[config.mk]
export PLATFORM = sky130hd
export DESIGN_NAME = sorted_array_insert_remove
export DESIGN_NICKNAME = d
export VERILOG_FILES = /design/src/hdl/sai_pkg.sv /design/src/hdl/sai_cell.sv /design/src/hdl/sorted_array_insert_remove.sv
export VERILOG_INCLUDE_DIRS = /design/src /design/src/hdl
export SDC_FILE = /design/constraint.sdc
export NUM_CORES = 2
export LEC_CHECK = 0
export BUFFER_PORTS_ARGS = -buffer_cell sky130_fd_sc_hd__buf_2
export CELL_PAD_IN_SITES_DETAIL_PLACEMENT = 0
export CELL_PAD_IN_SITES_GLOBAL_PLACEMENT = 2
export CORE_MARGIN = 1
export CORE_UTILIZATION = 43
export CTS_CLUSTER_DIAMETER = 100
export DETAILED_ROUTE_END_ITERATION = 8
export PLACE_DENSITY_LB_ADDON = 0.1
export SYNTH_ARGS = -nofsm -noshare
export SYNTH_HDL_FRONTEND = slang
export SYNTH_SLANG_ARGS = --single-unit
[constraint.sdc]
create_clock -name i_clk -period 7 [get_ports i_clk]
set_clock_uncertainty 0.1 [all_clocks]
set_input_delay 0 -clock i_clk [delete_from_list [all_inputs] [get_ports i_clk]]
set_output_delay 0 -clock i_clk [all_outputs]
set_load 0.05 [all_outputs]
[src/hdl/sorted_array_insert_remove_assert.svh]
// Assertion macros shared by the sorted store RTL.
// Every macro samples on the rising edge of i_clk and stays quiet while reset is held.
`ifndef SORTED_ARRAY_INSERT_REMOVE_ASSERT_SVH
`define SORTED_ARRAY_INSERT_REMOVE_ASSERT_SVH

// The condition must hold in the same cycle as the trigger.
`define SAI_ASSERT_SAME(label, trig, cond) \
    label: assert property (@(posedge i_clk) disable iff (!i_rst_n) (trig) |-> (cond)) \
        else $error("sorted store check failed");

// The condition must hold in the cycle after the trigger.
`define SAI_ASSERT_NEXT(label, trig, cond) \
    label: assert property (@(posedge i_clk) disable iff (!i_rst_n) (trig) |=> (cond)) \
        else $error("sorted store check failed");

`endif

[src/hdl/sai_pkg.sv]
`default_nettype none

package sai_pkg;

    // Store size and the widths that follow from it.
    localparam int DEPTH    = 16;
    localparam int IDX_W    = $clog2(DEPTH);
    localparam int CNT_W    = $clog2(DEPTH + 1);
    localparam int VAL_W    = 32;
    localparam int DUMP_MAX = 16;
    localparam int DUMP_LIM = (DEPTH < DUMP_MAX) ? DEPTH : DUMP_MAX;

    // Field widths of the ports.
    localparam int OP_W     = 2;
    localparam int STATUS_W = 2;
    localparam int OIDX_W   = 4;
    localparam int OCNT_W   = 5;

    // Operation codes.
    localparam logic [OP_W-1:0] OP_CLEAR  = 2'd0;
    localparam logic [OP_W-1:0] OP_INSERT = 2'd1;
    localparam logic [OP_W-1:0] OP_REMOVE = 2'd2;
    localparam logic [OP_W-1:0] OP_DUMP   = 2'd3;

    // Status codes.
    localparam logic [STATUS_W-1:0] ST_OK        = 2'd0;
    localparam logic [STATUS_W-1:0] ST_FULL      = 2'd1;
    localparam logic [STATUS_W-1:0] ST_EMPTY     = 2'd2;
    localparam logic [STATUS_W-1:0] ST_NOT_FOUND = 2'd3;

    // Commands broadcast to every cell of the chain.
    localparam int CMD_W = 3;
    localparam logic [CMD_W-1:0] CMD_HOLD   = 3'd0;
    localparam logic [CMD_W-1:0] CMD_CLEAR  = 3'd1;
    localparam logic [CMD_W-1:0] CMD_INSERT = 3'd2;
    localparam logic [CMD_W-1:0] CMD_REMOVE = 3'd3;
    localparam logic [CMD_W-1:0] CMD_ROTATE = 3'd4;

    typedef struct packed {
        logic [CMD_W-1:0]        code;
        logic signed [VAL_W-1:0] value;
    } t_cell_cmd;

    // What a cell shows its neighbors.
    typedef struct packed {
        logic signed [VAL_W-1:0] value;
        logic                    occ;
        logic                    ge;
        logic                    seen;
    } t_link;

endpackage

`default_nettype wire

[src/hdl/sai_cell.sv]
`default_nettype none

module sai_cell (
    input  wire logic                            i_clk,
    input  wire logic                            i_rst_n,
    input  wire sai_pkg::t_cell_cmd              i_cmd,
    input  wire logic signed [sai_pkg::VAL_W-1:0] i_head,
    input  wire sai_pkg::t_link                  i_left,
    input  wire sai_pkg::t_link                  i_right,
    output sai_pkg::t_link                       o_link
);
    import sai_pkg::*;

    logic signed [VAL_W-1:0] r_value;
    logic                    r_occ;
    logic                    w_ge;
    logic                    w_match;

    // An empty cell or one not smaller than the new word marks the insert point.
    always_comb begin
        w_ge    = !r_occ || ($signed(r_value) >= $signed(i_cmd.value));
        w_match = r_occ && (r_value == i_cmd.value);
        o_link.value = r_value;
        o_link.occ   = r_occ;
        o_link.ge    = w_ge;
        o_link.seen  = i_left.seen || w_match;
    end

    // Stored entry: shift up, shift down, rotate toward the head, or load.
    always_ff @(posedge i_clk) begin
        unique case (i_cmd.code)
            CMD_INSERT: begin
                if (i_left.ge) begin
                    r_value <= i_left.value;
                end else if (w_ge) begin
                    r_value <= i_cmd.value;
                end
            end
            CMD_REMOVE: begin
                if (i_left.seen || w_match) begin
                    r_value <= i_right.value;
                end
            end
            CMD_ROTATE: begin
                if (i_right.occ) begin
                    r_value <= i_right.value;
                end else if (r_occ) begin
                    r_value <= i_head;
                end
            end
            default: begin
                r_value <= r_value;
            end
        endcase
    end

    // Occupied flag; the occupied cells always form a run from the head.
    always_ff @(posedge i_clk) begin
        if (!i_rst_n) begin
            r_occ <= 1'b0;
        end else begin
            unique case (i_cmd.code)
                CMD_CLEAR:  r_occ <= 1'b0;
                CMD_INSERT: r_occ <= r_occ || i_left.occ;
                CMD_REMOVE: r_occ <= i_right.occ;
                default:    r_occ <= r_occ;
            endcase
        end
    end

endmodule

`default_nettype wire

[src/hdl/sorted_array_insert_remove.sv]
// Channel  Direction  Handshake               Payload
// in       input      i_in_valid / o_in_stall  i_op, i_value
// out      output     o_out_valid / i_out_stall o_status, o_entry_value, o_entry_index,
//                                              o_entry_valid, o_count_after, o_last
//
// Clear, insert and remove act on the whole cell chain in the accepting cycle; the word
// appears in the next cycle, and the next item may be taken while it leaves if the output is not stalled.
// A dump of n entries rotates the chain once per cycle while the output is not stalled,
// giving one word per rotation, with no new item taken until the rotation ends.
// Synchronous active-low reset empties the store and holds the input stalled.
// A stall on the output holds the word and freezes the dump rotation.
`default_nettype none

module sorted_array_insert_remove (
    input  wire logic                                 i_clk,
    input  wire logic                                 i_rst_n,
    input  wire logic                                 i_in_valid,
    output logic                                      o_in_stall,
    input  wire logic [sai_pkg::OP_W-1:0]             i_op,
    input  wire logic signed [sai_pkg::VAL_W-1:0]     i_value,
    output logic                                      o_out_valid,
    input  wire logic                                 i_out_stall,
    output logic [sai_pkg::STATUS_W-1:0]              o_status,
    output logic signed [sai_pkg::VAL_W-1:0]          o_entry_value,
    output logic [sai_pkg::OIDX_W-1:0]                o_entry_index,
    output logic                                      o_entry_valid,
    output logic [sai_pkg::OCNT_W-1:0]                o_count_after,
    output logic                                      o_last
);
    import sai_pkg::*;

    `include "sorted_array_insert_remove_assert.svh"

    logic [CNT_W-1:0]        r_count;
    logic [CNT_W-1:0]        n_count;
    logic                    r_busy;
    logic [IDX_W-1:0]        r_idx;
    logic                    r_out_valid;
    logic [STATUS_W-1:0]     r_out_status;
    logic signed [VAL_W-1:0] r_out_value;
    logic [OIDX_W-1:0]       r_out_index;
    logic                    r_out_evalid;
    logic [OCNT_W-1:0]       r_out_count;
    logic                    r_out_last;

    logic                    w_out_free;
    logic                    w_in_acc;
    logic                    w_step;
    logic                    w_found;
    logic                    w_dump_last;
    logic [CNT_W-1:0]        w_idx_ext;
    logic [STATUS_W-1:0]     w_status;
    t_cell_cmd               w_cmd;
    t_link                   w_link [DEPTH];
    t_link                   w_left [DEPTH];
    t_link                   w_right [DEPTH];
    logic [DEPTH-1:0]        w_occ_vec;

    // Handshake: one item at a time, and only when the output word can move.
    assign w_out_free = !r_out_valid || !i_out_stall;
    assign o_in_stall = !i_rst_n || r_busy || !w_out_free;
    assign w_in_acc   = i_in_valid && !o_in_stall;
    assign w_step     = r_busy && w_out_free;
    assign w_found    = w_link[DEPTH-1].seen;

    // Neighbor wiring with fixed ends of the chain.
    always_comb begin
        for (int k = 0; k < DEPTH; k++) begin
            if (k == 0) begin
                w_left[k] = '{value: '0, occ: 1'b1, ge: 1'b0, seen: 1'b0};
            end else begin
                w_left[k] = w_link[k-1];
            end
            if (k == DEPTH - 1) begin
                w_right[k] = '{value: '0, occ: 1'b0, ge: 1'b0, seen: 1'b0};
            end else begin
                w_right[k] = w_link[k+1];
            end
            w_occ_vec[k] = w_link[k].occ;
        end
    end

    // The chain of cells.
    for (genvar g = 0; g < DEPTH; g++) begin : g_cell
        sai_cell u_cell (
            .i_clk   (i_clk),
            .i_rst_n (i_rst_n),
            .i_cmd   (w_cmd),
            .i_head  (w_link[0].value),
            .i_left  (w_left[g]),
            .i_right (w_right[g]),
            .o_link  (w_link[g])
        );
    end

    // Command, new count and status for the accepted item.
    always_comb begin
        w_cmd.value = i_value;
        w_cmd.code  = CMD_HOLD;
        n_count     = r_count;
        w_status    = ST_OK;
        if (w_in_acc) begin
            unique case (i_op)
                OP_CLEAR: begin
                    w_cmd.code = CMD_CLEAR;
                    n_count    = '0;
                end
                OP_INSERT: begin
                    if (r_count == CNT_W'(DEPTH)) begin
                        w_status = ST_FULL;
                    end else begin
                        w_cmd.code = CMD_INSERT;
                        n_count    = r_count + 1'b1;
                    end
                end
                OP_REMOVE: begin
                    if (r_count == '0) begin
                        w_status = ST_EMPTY;
                    end else if (!w_found) begin
                        w_status = ST_NOT_FOUND;
                    end else begin
                        w_cmd.code = CMD_REMOVE;
                        n_count    = r_count - 1'b1;
                    end
                end
                default: begin
                    if (r_count == '0) begin
                        w_status = ST_EMPTY;
                    end
                end
            endcase
        end else if (w_step) begin
            w_cmd.code = CMD_ROTATE;
        end
    end

    // Dump position tracking.
    assign w_idx_ext   = CNT_W'(r_idx);
    assign w_dump_last = (w_idx_ext == r_count - 1'b1) || (w_idx_ext == CNT_W'(DUMP_LIM - 1));

    // Control registers: count, dump flag and dump position.
    always_ff @(posedge i_clk) begin
        if (!i_rst_n) begin
            r_count <= '0;
            r_busy  <= 1'b0;
            r_idx   <= '0;
        end else begin
            r_count <= n_count;
            if (w_in_acc && (i_op == OP_DUMP) && (r_count != '0)) begin
                r_busy <= 1'b1;
                r_idx  <= '0;
            end else if (w_step) begin
                if (w_idx_ext == r_count - 1'b1) begin
                    r_busy <= 1'b0;
                end
                r_idx <= r_idx + 1'b1;
            end
        end
    end

    // Output word valid flag.
    always_ff @(posedge i_clk) begin
        if (!i_rst_n) begin
            r_out_valid <= 1'b0;
        end else if (w_in_acc) begin
            r_out_valid <= !((i_op == OP_DUMP) && (r_count != '0));
        end else if (w_step) begin
            r_out_valid <= (w_idx_ext < CNT_W'(DUMP_LIM));
        end else if (w_out_free) begin
            r_out_valid <= 1'b0;
        end
    end

    // Output word payload.
    always_ff @(posedge i_clk) begin
        if (w_in_acc) begin
            r_out_status <= w_status;
            r_out_value  <= '0;
            r_out_index  <= '0;
            r_out_evalid <= 1'b0;
            r_out_count  <= OCNT_W'(n_count);
            r_out_last   <= 1'b1;
        end else if (w_step && (w_idx_ext < CNT_W'(DUMP_LIM))) begin
            r_out_status <= ST_OK;
            r_out_value  <= w_link[0].value;
            r_out_index  <= OIDX_W'(r_idx);
            r_out_evalid <= 1'b1;
            r_out_count  <= OCNT_W'(r_count);
            r_out_last   <= w_dump_last;
        end
    end

    assign o_out_valid   = r_out_valid;
    assign o_status      = r_out_status;
    assign o_entry_value = r_out_value;
    assign o_entry_index = r_out_index;
    assign o_entry_valid = r_out_evalid;
    assign o_count_after = r_out_count;
    assign o_last        = r_out_last;

    // The occupied cells always agree with the entry count.
    `SAI_ASSERT_SAME(a_occ_count, 1'b1, $countones(w_occ_vec) == r_count)
    // A dump in progress always has entries to rotate.
    `SAI_ASSERT_SAME(a_busy_nonempty, r_busy, r_count != '0)
    // Every accepted item leaves either a word or a running dump behind.
    `SAI_ASSERT_NEXT(a_acc_progress, w_in_acc, r_out_valid || r_busy)
    // A full store never grows past its depth.
    `SAI_ASSERT_SAME(a_count_range, 1'b1, r_count <= CNT_W'(DEPTH))

endmodule

`default_nettype wire

==> results.yml <==
setup_path:
  timing_startpoint_of_the_critical_path: "i_value[25]"
  critical_path_buf_inv_count: 5
  critPathMaxStageDelay_ns: 0.97
  reg2reg_from: "g_cell[15].u_cell.r_value[25]$_DFFE_PP_"
  critPathMostFrequentCell: "sky130_fd_sc_hd__nand4_1"
  worstPathArrival_ns: 6.18
  critical_path.reg2reg.endpoint: "g_cell[11].u_cell.r_value[31]$_DFFE_PP_"
  reg2reg_slack_ns: 1.49
  ff2ff_path_depth: 10
  cp-endpoint: "g_cell[11].u_cell.r_value[31]$_DFFE_PP_"
  critical_path_depth: 14
  worst-setup-path-type: "input pin to flop"
  crit_chain: "dlygate4sd3_1, buf_2, inv_1, buf_4, ha_1, nand4_1, nor4_1, nand4_1, o2111ai_1, nor4_4, o211a_1, or3_1, a21oi_4, buf_12"
  critPathMaxFanout: 17
  worst_setup_ep_type: "flop"
  slowest_stage: "sky130_fd_sc_hd__nor4_1"
  worstPathRequired_ns: 7.26
  critical_path.startpoint_type: "input pin"
  crit_family: "simple AND/OR/NAND/NOR gates"
synth:
  synth_seq_area_share_pct: 39.6
  mappedNetlistNets: 4726
  synth_adder_area_share_pct: 15.1
  post_synth_xor_area_fraction_pct: 0.206
  ys_dominant_reg_cell: "sky130_fd_sc_hd__edfxtp_1"
  mappedNetlistArea_um2: 42600
  post_synth.cell_area_avg_um2: 10.2
  synth_compound_area_share_pct: 19.5
  ys_ff_latch: 584
  synthCells: 4173
  synth.area.mux_share_pct: 11.3
  synthDistinctLibCells: 85
  largest_family_of_logic_cells_by_synthesized_area: "compound AO/OA/AOI/OAI gates"
  number_of_flops_mapped_to_enable_cells_by_yosys: 519
  yosys.area_share.simple_pct: 10.7
  synth-async-reset-ratio_pct: 0
  ys_warn_count: 0
place:
  placedInstanceArea_um2: 44800
  placed_cells_incl_taps: 5386
  dp_hpwl_mm: 134
  count_of_buffers_from_port_buffering: 84
  gpl.final_weighted_congestion: 1.01
  pre_cts_worst_setup_slack_ns: 1.21
pwr:
  relative_contribution_of_sequential_cells_to_total_power_pct: 43.8
  cellLeakagePower_nw: 18.5
  p_per_area_nw_per_um2: 191
  power_switching_w: 0.00252
  power_report.internal_total_w: 0.00659
  vdd_ir_drop_max_uv: 195
  netSwitchingFraction_pct: 27.7
  relative_contribution_of_combinational_cells_to_total_power_pct: 11.3
  power.clock.fraction_pct: 44.9
layout:
  layout.filler_cells: 9271
  postLayoutCellArea_um2: 47700
  post_route_cells_drive_above_1_share_pct: 9.16
  area.growth.synth_to_final_pct: 12.0
  layoutNonFillerInstCount: 5566
  antennaDiodeCount: 0
  fin_nets: 4770
sta:
  fin_ws_ns: 1.07
  timing.final.hold_violations: 0
  worst_slew_pin_slew_ns: 1.37
  setup-violations-final: 0
  max_slew_margin_pct: 8.48
  unrepaired_setup_endpoints_after_global_routing: "no"
  final_hold_slack_ns: 0.179
  clock_period_minus_final_worst_setup_slack_ns: 5.93
  slew_viol_final: 0
  final.setup.tns_ns: 0
  fmaxAchievable_mhz: 169
  finalCritPeriodShare_pct: 84.7
global_routing:
  grt_pass1_wl_mm: 266
  via_count_of_the_first_global_routing_pass: 36100
  initial_antenna_violation_count: 0
  maximum_number_of_pins_on_one_net_before_global_route_repair: 97
  grt.total_usage_pct: 36.5
  grt.overflow.total: 0
run_status:
  failed_checks: "DRC"
  status: "finished, violations left"
detailed_routing:
  drtAntennaViolNets: 0
  totalWireLength_mm: 186
  post-route-drc-count: 2
  detail_routed_via_count_per_cell: 6.81
  drt_iter0_markers: 4296
  drtPass1Iterations: 8
  detail_route.wl_per_cell_um: 33.4
  num_vias: 37900
hold_path:
  timing.hold.worst.class: "input pin to flop"
run:
  max_cap_violations: 0
clock_tree:
  numCtsBuffers: 76
  tritoncts: "built"
  ctsRootBufferMaster: "sky130_fd_sc_hd__clkbuf_16"
  cts_htree_levels: 3
  max-clock-path-buffers: 3
  clk_pin_slew_ns: 0.06
  clk_latency_ns: 0.67
  clock_sink_count: 584
die:
  starting_utilization_of_the_core_area_pct: 43.4
  floorplan.core_area_um2: 98300
  die_w_um: 317
  design.die.area_um2: 100000
  placement_rows: 115
  die_h_um: 317
  num_io_pins: 85
==> power by group through the flow <==
| stage | clock network, W | registers (W) | logic (W) |
|---|---|---|---|
| after detailed placement | 0 | 0.00406 | 0.000983 |
| after CTS | 0.00414 | 0.00399 | 0.00101 |
| final | 0.00409 | 0.00399 | 0.00103 |
| after global routing | 0.00424 | 0.00399 | 0.00112 |
| after floorplan | 0 | 0.00404 | 0.000588 |
| after global placement | 0 | 0.00406 | 0.000978 |
==> how the worst min path moves through the flow <==
stage	to	startpoint	cells after the start
after floorplan	r_busy$_SDFFE_PN0P_	i_op[1]	2
after global placement	o_out_valid$_SDFFE_PN0P_	i_out_stall	3
after detailed placement	o_out_valid$_SDFFE_PN0P_	i_out_stall	3
after CTS	r_count[1]$_SDFF_PN0_	i_rst_n	3
after global routing	r_count[1]$_SDFF_PN0_	i_rst_n	3
final	r_count[1]$_SDFF_PN0_	i_rst_n	3
==> cell usage in the layout, fill, tap and decap left out, types with 19 or more instances in the layout <==
master and instances:
sky130_fd_sc_hd__a211oi_1 32, sky130_fd_sc_hd__a21o_1 38, sky130_fd_sc_hd__a21oi_1 173, sky130_fd_sc_hd__a221o_1 19, sky130_fd_sc_hd__a22oi_1 222, sky130_fd_sc_hd__buf_2 85
sky130_fd_sc_hd__buf_4 120, sky130_fd_sc_hd__clkbuf_16 81, sky130_fd_sc_hd__dfxtp_1 65, sky130_fd_sc_hd__dlygate4sd3_1 40, sky130_fd_sc_hd__edfxtp_1 519, sky130_fd_sc_hd__ha_1 515
sky130_fd_sc_hd__inv_1 81, sky130_fd_sc_hd__mux2i_1 470, sky130_fd_sc_hd__nand2_1 458, sky130_fd_sc_hd__nand3_1 59, sky130_fd_sc_hd__nand4_1 141, sky130_fd_sc_hd__nor2_1 113
sky130_fd_sc_hd__nor2b_1 20, sky130_fd_sc_hd__nor3_1 61, sky130_fd_sc_hd__nor4_1 23, sky130_fd_sc_hd__o211ai_1 30, sky130_fd_sc_hd__o21ai_0 185, sky130_fd_sc_hd__o21ai_1 213
sky130_fd_sc_hd__o221ai_1 210
==> per-stage QoR <==
stage          utilization, %  power [W]
3_3_place_gp             45.6    0.00504
4_1_cts                  48.6    0.00913
3_5_place_dp             45.6    0.00504
6_report                 48.6    0.00911
2_1_floorplan               -    0.00462
5_1_grt                  48.6    0.00935
==> layer usage <==
layer,track usage (%),up-vias,part of all wire [%]
li1,-,16600,-
met1,50.9,18900,43
met2,56.0,1994,44
met3,5.94,390,8.3
met4,15.5,0,4.6
met5,0,-,0
==> cell usage after synthesis, types with 9 or more instances <==
cell | n | share of area, %
sky130_fd_sc_hd__a2111oi_0 | 12 | 0.25
sky130_fd_sc_hd__and2_1 | 11 | 0.16
sky130_fd_sc_hd__inv_1 | 81 | 0.71
sky130_fd_sc_hd__dfxtp_1 | 65 | 3.1
sky130_fd_sc_hd__a21oi_1 | 177 | 2.1
sky130_fd_sc_hd__nor2_1 | 121 | 1.1
sky130_fd_sc_hd__nor2b_1 | 20 | 0.29
sky130_fd_sc_hd__ha_1 | 515 | 15
sky130_fd_sc_hd__a31oi_1 | 16 | 0.23
sky130_fd_sc_hd__nand2_1 | 465 | 4.1
sky130_fd_sc_hd__o21ai_0 | 185 | 2.2
sky130_fd_sc_hd__o2111ai_1 | 9 | 0.19
sky130_fd_sc_hd__o22ai_1 | 11 | 0.16
sky130_fd_sc_hd__nor3_1 | 62 | 0.73
sky130_fd_sc_hd__buf_2 | 89 | 1.0
sky130_fd_sc_hd__a21o_1 | 38 | 0.67
sky130_fd_sc_hd__o21ai_1 | 220 | 2.6
sky130_fd_sc_hd__a221o_1 | 19 | 0.45
sky130_fd_sc_hd__o211ai_1 | 30 | 0.53
sky130_fd_sc_hd__nor4_1 | 24 | 0.35
sky130_fd_sc_hd__nand3_1 | 62 | 0.73
sky130_fd_sc_hd__and4_1 | 11 | 0.23
sky130_fd_sc_hd__mux2i_1 | 471 | 11
sky130_fd_sc_hd__a211oi_1 | 35 | 0.62
sky130_fd_sc_hd__a22oi_1 | 222 | 3.9
sky130_fd_sc_hd__clkbuf_1 | 191 | 1.7
sky130_fd_sc_hd__edfxtp_1 | 519 | 37
sky130_fd_sc_hd__nand4_1 | 141 | 2.1
sky130_fd_sc_hd__o21a_1 | 10 | 0.18
sky130_fd_sc_hd__o221ai_1 | 210 | 4.3
==> kinds of logic (layout without fill, tap and decap cells) <==
logic type	Yosys count	in the layout
multiplexers	477	477
AND/OR/NAND/NOR	966	966
flip-flops	584	584
AO/OA/AOI/OAI	1250	1250
buffers and inverters	371	477
adder cells (fa/ha/maj)	515	515
XOR/XNOR	10	10
==> worst register-to-register path, stage by stage, from the launching register on <==
cell                        delay [ns]
sky130_fd_sc_hd__edfxtp_1         0.44
sky130_fd_sc_hd__ha_1             0.33
sky130_fd_sc_hd__nand4_1          0.28
sky130_fd_sc_hd__nor4_1           0.97
sky130_fd_sc_hd__nand4_1          0.52
sky130_fd_sc_hd__o2111ai_1        0.45
sky130_fd_sc_hd__nor4_4           0.14
sky130_fd_sc_hd__o211a_1          0.49
sky130_fd_sc_hd__or3_1            0.50
sky130_fd_sc_hd__a21oi_4          0.69
sky130_fd_sc_hd__buf_12           0.27
==> registers in the layout, indices dropped and copies added, names as in the netlist <==
name and count:
g_cell.u_cell.r_value 512, o_last 1, o_entry_value 32, r_count 5, o_entry_index 4, o_count_after 5, r_busy 1, o_entry_valid 1
o_out_valid 1, o_status 2, r_idx 4, g_cell.u_cell.r_occ 16
==> cell type report <==
type	instances	area, µm²	share of cell area [%]
clock inverters	37	352	0.737
inverters	81	304	0.637
repair buffers	256	1950	4.08
well taps	1287	1610	3.37
flip-flops and latches	584	16900	35.4
multi-input cells	3218	24500	51.3
clock buffers	103	2160	4.52
==> what timing repair did <==
action,in CTS,in global routing
hold buffers,40,0
endpoints found under the hold margin,404,0
endpoints found under the setup margin,0,0
buffers inserted,0,0
resized for setup,0,0
Note: power is estimated with default switching activity, not from simulation.
